File: src/design/pbd_pkg.sv
// Package with shared types and constants for the pulse beat detector.
`default_nettype none
package pbd_pkg;
  localparam int unsigned CFG_W = 23;
  localparam int unsigned CFG_IDX_W = 3;
  localparam int unsigned PERIOD_W = 28;
  localparam logic [PERIOD_W-1:0] PERIOD_MAX = {PERIOD_W{1'b1}};

  localparam logic [CFG_IDX_W-1:0] REG_MIN_TH = 3'd0;
  localparam logic [CFG_IDX_W-1:0] REG_MAX_TH = 3'd1;
  localparam logic [CFG_IDX_W-1:0] REG_STEP = 3'd2;
  localparam logic [CFG_IDX_W-1:0] REG_INIT_HOLD = 3'd3;
  localparam logic [CFG_IDX_W-1:0] REG_LOST = 3'd4;
  localparam logic [CFG_IDX_W-1:0] REG_MASK_HOLD = 3'd5;
  localparam logic [CFG_IDX_W-1:0] REG_ALPHA = 3'd6;
  localparam logic [CFG_IDX_W-1:0] REG_DECAY = 3'd7;

  typedef struct packed {
    logic signed [23:0] sample;
    logic [31:0] now_ms;
  } in_item_t;

  typedef struct packed {
    logic beat;
    logic [PERIOD_W-1:0] beat_period;
  } out_item_t;
endpackage
`default_nettype wire

File: src/design/pulse_beat_detector.sv
// Adaptive-threshold pulse beat detector with an iterative divider for the linear ramp.
// A request is accepted in SQ_IDLE, evaluated in SQ_EVAL and presented from SQ_DONE; when the
// linear ramp runs, the divider comes between: a load step, 37 restoring steps and write-back.
// A new request is taken only after the previous result has left SQ_DONE; a result that
// is not taken holds the next one in the final state. Reset is synchronous, active low:
// registers go to their defaults, detector to init holdoff, threshold to min_threshold.
`default_nettype none
module pulse_beat_detector #(
  parameter int unsigned FALLOFF_GAIN = 7
) (
  input  wire logic                 clk,
  input  wire logic                 rst_n,
  input  wire logic                 in_valid,
  output logic                      in_ready,
  input  wire pbd_pkg::in_item_t    in_data,
  output logic                      out_valid,
  input  wire logic                 out_ready,
  output pbd_pkg::out_item_t        out_data,
  input  wire logic                 cfg_we,
  input  wire logic [2:0]           cfg_index,
  input  wire logic [22:0]          cfg_data
);
  typedef enum logic [4:0] {
    DT_INIT = 5'b00001, DT_WAIT = 5'b00010, DT_FOLLOW = 5'b00100,
    DT_MAYBE = 5'b01000, DT_MASK = 5'b10000
  } det_t;
  typedef enum logic [3:0] {
    SQ_IDLE = 4'b0001, SQ_EVAL = 4'b0010, SQ_DIV = 4'b0100, SQ_DONE = 4'b1000
  } seq_t;

  logic [22:0] min_th_r, max_th_r, step_r;
  logic [15:0] init_hold_r, lost_r, mask_hold_r;
  logic [8:0]  alpha_r;
  logic [16:0] decay_r;

  det_t det_r, det_nxt;
  seq_t seq_r;
  logic signed [25:0] th_r, th_nxt;
  logic [27:0] per_r, per_nxt;
  logic signed [23:0] peak_r, peak_nxt;
  logic [31:0] lbt_r, lbt_nxt;
  pbd_pkg::in_item_t item_r;
  logic beat_r;
  logic beat_nxt, need_div;
  // Divider: with FALLOFF_GAIN = 7, numerator below 2^23*7*256 < 2^37.
  logic [36:0] quo_r;
  logic [28:0] rem_r;
  logic [5:0]  cnt_r;
  logic [28:0] rem_sh;

  always_ff @(posedge clk) begin
    if (!rst_n) begin
      min_th_r <= 23'd5120; max_th_r <= 23'd204800; step_r <= 23'd7680;
      init_hold_r <= 16'd2000; lost_r <= 16'd2000; mask_hold_r <= 16'd200;
      alpha_r <= 9'd154; decay_r <= 17'd64881;
    end else if (cfg_we) begin
      case (cfg_index)
        pbd_pkg::REG_MIN_TH:    min_th_r <= cfg_data;
        pbd_pkg::REG_MAX_TH:    max_th_r <= cfg_data;
        pbd_pkg::REG_STEP:      step_r <= cfg_data;
        pbd_pkg::REG_INIT_HOLD: init_hold_r <= cfg_data[15:0];
        pbd_pkg::REG_LOST:      lost_r <= cfg_data[15:0];
        pbd_pkg::REG_MASK_HOLD: mask_hold_r <= cfg_data[15:0];
        pbd_pkg::REG_ALPHA:     alpha_r <= cfg_data[8:0];
        pbd_pkg::REG_DECAY:     decay_r <= cfg_data[16:0];
        default: ;
      endcase
    end
  end

  logic signed [25:0] s_x, maxth_x, minth_x;
  logic [31:0] since;
  logic [16:0] dec_f;
  logic [8:0]  alpha_c;
  logic signed [25:0] th_mid;
  logic [42:0] dec_prod;
  logic [48:0] acc;
  logic [40:0] acc_sh;
  logic lower;

  assign s_x = 26'(item_r.sample);
  assign maxth_x = 26'(signed'({1'b0, max_th_r}));
  assign minth_x = 26'(signed'({1'b0, min_th_r}));
  assign since = item_r.now_ms - lbt_r;
  assign dec_f = decay_r[16] ? 17'h10000 : decay_r;
  assign alpha_c = alpha_r[8] ? 9'd256 : alpha_r;

  // Evaluate one detector step; a linear ramp hands off to the divider.
  always_comb begin
    det_nxt = det_r; th_mid = th_r; per_nxt = per_r; peak_nxt = peak_r;
    lbt_nxt = lbt_r; beat_nxt = 1'b0; lower = 1'b0;
    acc = 49'(alpha_c) * 49'({since, 8'd0}) + 49'(9'd256 - alpha_c) * 49'(per_r);
    acc_sh = acc[48:8];
    case (det_r)
      DT_WAIT: begin
        if (s_x > th_r) begin
          th_mid = (s_x < maxth_x) ? s_x : maxth_x;
          det_nxt = DT_FOLLOW;
        end
        if (since > 32'(lost_r)) begin
          per_nxt = '0; peak_nxt = '0;
        end
        lower = 1'b1;
      end
      DT_FOLLOW: begin
        if (s_x < th_r) det_nxt = DT_MAYBE;
        else th_mid = (s_x < maxth_x) ? s_x : maxth_x;
      end
      DT_MAYBE: begin
        if (s_x + 26'(signed'({1'b0, step_r})) < th_r) begin
          beat_nxt = 1'b1; peak_nxt = item_r.sample; det_nxt = DT_MASK;
          if (since != 32'd0)
            per_nxt = (acc_sh > 41'(pbd_pkg::PERIOD_MAX)) ? pbd_pkg::PERIOD_MAX
                                                          : acc_sh[27:0];
          lbt_nxt = item_r.now_ms;
        end else det_nxt = DT_FOLLOW;
      end
      DT_MASK: begin
        if (since > 32'(mask_hold_r)) det_nxt = DT_WAIT;
        lower = 1'b1;
      end
      default: if (item_r.now_ms > 32'(init_hold_r)) det_nxt = DT_WAIT;
    endcase
    need_div = lower && (peak_nxt > 24'sd0) && (per_nxt != '0);
    dec_prod = 43'(th_mid[25:0]) * 43'(dec_f);
    th_nxt = th_mid;
    if (lower && !need_div) begin
      th_nxt = 26'(dec_prod[42:16]);
      if (th_nxt < minth_x) th_nxt = minth_x;
    end
  end

  logic [36:0] num;
  assign num = 37'(37'(unsigned'(peak_r)) * 37'(FALLOFF_GAIN)) << 8;
  assign rem_sh = {rem_r[27:0], quo_r[36]};
  // The quotient can far exceed the threshold, so the difference keeps its full width.
  logic signed [38:0] th_ramp;
  assign th_ramp = 39'(th_r) - 39'(signed'({2'b00, quo_r}));

  always_ff @(posedge clk) begin
    if (!rst_n) begin
      seq_r <= SQ_IDLE; det_r <= DT_INIT; th_r <= 26'sd5120; per_r <= '0;
      peak_r <= '0; lbt_r <= '0; out_valid <= 1'b0;
    end else begin
      if (out_valid && out_ready) out_valid <= 1'b0;
      case (seq_r)
        SQ_IDLE: if (in_valid && in_ready) begin
          item_r <= in_data; seq_r <= SQ_EVAL;
        end
        SQ_EVAL: begin
          det_r <= det_nxt; th_r <= th_nxt; per_r <= per_nxt;
          peak_r <= peak_nxt; lbt_r <= lbt_nxt;
          beat_r <= beat_nxt;
          seq_r <= need_div ? SQ_DIV : SQ_DONE;
          rem_r <= '0; cnt_r <= '0;
        end
        SQ_DIV: begin
          cnt_r <= cnt_r + 6'd1;
          if (cnt_r == 6'd0) quo_r <= num;
          else if (cnt_r == 6'd38) begin
            th_r <= (th_ramp < 39'(minth_x)) ? minth_x : th_ramp[25:0];
            seq_r <= SQ_DONE;
          end else begin
            if (rem_sh >= 29'(per_r)) begin
              rem_r <= rem_sh - 29'(per_r); quo_r <= {quo_r[35:0], 1'b1};
            end else begin
              rem_r <= rem_sh; quo_r <= {quo_r[35:0], 1'b0};
            end
          end
        end
        SQ_DONE: if (!out_valid || out_ready) begin
          out_data.beat <= beat_r; out_data.beat_period <= per_r;
          out_valid <= 1'b1; seq_r <= SQ_IDLE;
        end
        default: seq_r <= SQ_IDLE;
      endcase
    end
  end

  assign in_ready = (seq_r == SQ_IDLE);

  a_div_len: assert property (@(posedge clk) disable iff (!rst_n)
    (seq_r == SQ_DIV) |-> (cnt_r <= 6'd38))
    else $error("divider overran");
  a_one_item: assert property (@(posedge clk) disable iff (!rst_n)
    (seq_r == SQ_EVAL) |=> !in_ready)
    else $error("accepted during work");
  a_th_floor: assert property (@(posedge clk) disable iff (!rst_n)
    $rose(out_valid) && $past(det_r == DT_MASK, 2) |-> th_r >= minth_x)
    else $error("threshold below floor");
endmodule
`default_nettype wire

File: config.mk
export PLATFORM = sky130hd
export DESIGN_NAME = pulse_beat_detector
export DESIGN_NICKNAME = d
export VERILOG_FILES = /design/src/design/pbd_pkg.sv /design/src/design/pulse_beat_detector.sv
export SDC_FILE = /design/constraint.sdc
export NUM_CORES = 2
export LEC_CHECK = 0
export BUFFER_PORTS_ARGS = -buffer_cell sky130_fd_sc_hd__clkbuf_2
export CORE_MARGIN = 1.5
export CORE_UTILIZATION = 30
export CTS_BUF_LIST = sky130_fd_sc_hd__clkbuf_4 sky130_fd_sc_hd__clkbuf_8 sky130_fd_sc_hd__clkbuf_16
export DETAILED_ROUTE_END_ITERATION = 8
export PLACE_DENSITY = 0.51
export SLEW_MARGIN = 10
export SYNTH_ARGS = -nofsm -noshare
export SYNTH_HDL_FRONTEND = slang
export SYNTH_SLANG_ARGS = --single-unit
File: constraint.sdc
create_clock -name clk -period 41.7 [get_ports clk]
set_clock_uncertainty 0.2 [all_clocks]
set_input_delay 2.085 -clock clk [delete_from_list [all_inputs] [get_ports clk]]
set_output_delay 2.085 -clock clk [all_outputs]
set_load 0.01 [all_outputs]
==> impl_metrics.json <==
{
  "tightest_slew_ns": 1.26,
  "routed_via_density": 5.03,
  "worst-path-max-fanout": 25,
  "antenna_left": 0,
  "power.density_nw_per_um2": 46.0,
  "initial_utilization_pct": 30.3,
  "ir_drop_uv": 83.7,
  "finalSetupTns_ns": 0,
  "ys_seq_area_share_pct": 16.1,
  "min_from": "beat_r",
  "slew_headroom_pct": 15.7,
  "die-height_um": 458,
  "hp-class": "flop to flop",
  "grt_overflow": 0,
  "dr.first_iter.drc_count": 3186,
  "cp.depth": 69,
  "dieArea_sq_um": 210000,
  "die_w_um": 458,
  "track_usage_pct": 19.2,
  "grt_pass1_wl_um": 313000,
  "layout-drive-gt1-share_pct": 6.00,
  "cp-end-kind": "flop",
  "yosys-top-cells-area": "fa_1 26%, ha_1 13%, dfxtp_1 8.5%",
  "synthArstFlopShare_pct": 0,
  "postSynthAreaPerCell_sq_um": 8.45,
  "status": "finished clean",
  "hold_end": "out_data[28]",
  "yosys.area.top_type": "fa_1",
  "hold_violations": 0,
  "num_vias": 50800,
  "ios": 118,
  "synthDominantCellAreaShare_pct": 25.8,
  "start_kind": "flop",
  "drv_slew": 0,
  "nets": 8869,
  "worstSetupPathType": "flop to flop",
  "clockRootBuffer": "clkbuf_16",
  "clk_pin_slew_ns": 0.07,
  "cts_resized": 0,
  "final_area_sq_um": 67900,
  "dp.final_hpwl_um": 158000,
  "synth-main-ff-cell": "dfxtp_1",
  "fmax_mhz": 63.5,
  "h-tree-depth": 2,
  "clk_path_buf_depth": 3,
  "placed_cell_area_sq_um": 66000,
  "holdPathStages": 0,
  "r2r_end": "th_r[4]",
  "postCtsSetupBuffers": 0,
  "std_cell_rows": 166,
  "max_stage_delay_ns": 0.57,
  "finalCriticalPeriod_ns": 15.75,
  "p_leak_nw": 31.3,
  "worstSkewPairLatency_ns": 0.70,
  "place_ws_ns": 26.07,
  "core_area_sq_um": 205000,
  "area_growth_pct": 9.32,
  "first_pass_iters": 7,
  "r2r_start": "item_r[33]",
  "ctsHoldBuffers": 0,
  "numCtsBuffers": 52,
  "synth_area_sq_um": 62100,
  "drt_wl_total_um": 202000,
  "reg2regPathDepth": 69,
  "layout_setup_ws_ns": 25.95,
  "cts.sinks": 420,
  "reg2reg_slack_ns": 25.95,
  "synth_edf_count": 157,
  "synth.distinct_cells": 102,
  "setup_viol": 0,
  "critPathArrivalTime_ns": 16.04,
  "fin_util_pct": 33.1,
  "finalCritPeriodShare_pct": 37.8,
  "wl_per_cell_um": 20.1,
  "fillers": 21500,
  "port_buffers": 117,
  "critPathRequiredTime_ns": 41.99,
  "gp_congestion": 0.931,
  "cap_violations": 0,
  "drc_errors": 0,
  "first_global_vias": 52000,
  "crit_top_cell": "a21o_1",
  "grt_max_degree": 87,
  "yosys_warnings": 0,
  "crit_slowest_cell": "fa_1",
  "cts_tree": "yes",
  "rsz0062_at_grt": "false",
  "synthCells": 7355,
  "antenna_found_initial": 14,
  "synth-seq-cells": 420,
  "critPathTopFamily": "compound AO/OA/AOI/OAI gates",
  "path_buf_inv": 7
}
==> power by group <==
group / switching (mW) / total (mW) / internal (mW)
logic: 1.35 / 2.16 / 0.809
registers: 0.00919 / 0.440 / 0.431
clock network: 0.215 / 0.523 / 0.309
==> metrics by stage <==
step           power [mW]  std cells  hold WS (ns)
6_report             3.12      10100         0.241
5_1_grt              3.39      10100         0.270
4_1_cts              3.12      10100         0.247
3_5_place_dp         2.58       9988         0.208
3_3_place_gp         2.56       9988         0.207
2_1_floorplan        2.02       7383         0.200
==> worst max path at each step <==
stage / to / startpoint
after CTS: th_r[2] / item_r[33]
final: th_r[4] / item_r[33]
after detailed placement: th_r[4] / item_r[33]
after global placement: th_r[4] / item_r[33]
after floorplan: th_r[11] / item_r[33]
after global routing: th_r[2] / item_r[33]
==> layer usage <==
layer  GRT usage [%]  up-vias  part of all wire (%)  wire, um
li1                -    23900                     -         -
met1            24.6    25300                    43     86800
met2            33.8     1307                    49     98900
met3            1.76      294                   4.7      9420
met4            6.41        0                   3.6      7190
met5               0        -                     0         0
==> cell usage after synthesis (8+ instances only) <==
master / n
a21oi_1: 277
nor3b_1: 13
o31ai_1: 26
nor2b_1: 167
and3_1: 36
a211o_1: 16
or3_1: 17
nand3_1: 94
o211ai_1: 42
o21ai_1: 27
nor4_1: 30
a21boi_0: 171
nor2_1: 523
inv_1: 1137
edfxtp_1: 157
o41ai_1: 8
fa_1: 802
a22oi_1: 26
a21o_1: 142
o21ai_0: 203
dfxtp_1: 263
mux2_2: 32
a31oi_1: 31
nand2b_1: 66
clkbuf_2: 9
a211oi_1: 35
xnor2_1: 158
o21bai_1: 38
nor3_1: 77
buf_1: 26
ha_1: 626
or2_2: 14
or4_1: 8
mux2i_1: 87
a2111oi_0: 13
o21a_1: 46
o211a_1: 11
o221ai_1: 29
nand4_1: 62
o22ai_1: 8
nand2_1: 1173
and2_1: 142
clkbuf_1: 263
xor2_1: 63
==> state kept, by name, indices dropped and copies added, names as in the netlist <==
signal / cells
alpha_r: 9
beat_r: 1
cnt_r: 6
decay_r: 17
det_r: 5
init_hold_r: 16
item_r: 56
lbt_r: 32
lost_r: 16
mask_hold_r: 16
max_th_r: 23
min_th_r: 23
out_data: 29
out_valid: 1
peak_r: 24
per_r: 28
quo_r: 37
rem_r: 28
seq_r: 4
step_r: 23
th_r: 26
==> cells by family (layout without fill, tap and decap cells) <==
kind of cell | after synthesis | in the layout | share of synthesized area, %
AOI/OAI and AO/OA | 1256 | 1256 | 13.7
xor gates and xnor gates | 221 | 221 | 3.12
adders and majority gates | 1428 | 1428 | 38.4
buffers and inverters | 1448 | 1463 | 8.84
DFF | 420 | 420 | 16.1
muxes | 119 | 119 | 1.98
other | 2 | 34 | 0.0121
and+or+nand+nor | 2461 | 2461 | 17.9
==> placed cells by master (no fill, tap or decap), drive strengths merged, types with 36 or more instances in the layout <==
| cell | synthesis | routed |
|---|---|---|
| buf | 37 | 110 |
| o21a | 47 | 47 |
| xor2 | 63 | 63 |
| edfxtp | 157 | 157 |
| mux2i | 87 | 87 |
| nor2 | 524 | 524 |
| o21ai | 231 | 231 |
| nor3 | 78 | 78 |
| and3 | 36 | 36 |
| fa | 802 | 802 |
| a21o | 142 | 142 |
| nand3 | 96 | 96 |
| ha | 626 | 626 |
| and2 | 143 | 143 |
| inv | 1139 | 1143 |
| o21bai | 38 | 38 |
| nand2b | 66 | 66 |
| a21oi | 279 | 279 |
| nor2b | 167 | 167 |
| clkbuf | 272 | 179 |
| a21boi | 171 | 171 |
| o211ai | 43 | 43 |
| nand4 | 62 | 62 |
| dfxtp | 263 | 263 |
| xnor2 | 158 | 158 |
| a211oi | 36 | 36 |
| nand2 | 1173 | 1173 |
==> cell type report <==
cell class | count | area (sq um) | share of cell area [%]
antenna | 4 | 10.0 | 0.0147
clock buffer | 63 | 1430 | 2.10
clock inverter | 35 | 515 | 0.759
inverter | 1139 | 4280 | 6.29
multi-input combinational | 5515 | 46900 | 69.1
sequential | 420 | 9980 | 14.7
tap | 2688 | 3360 | 4.95
timing repair buffer | 226 | 1410 | 2.08
No activity file was read; power rests on OpenSTA's default activity.
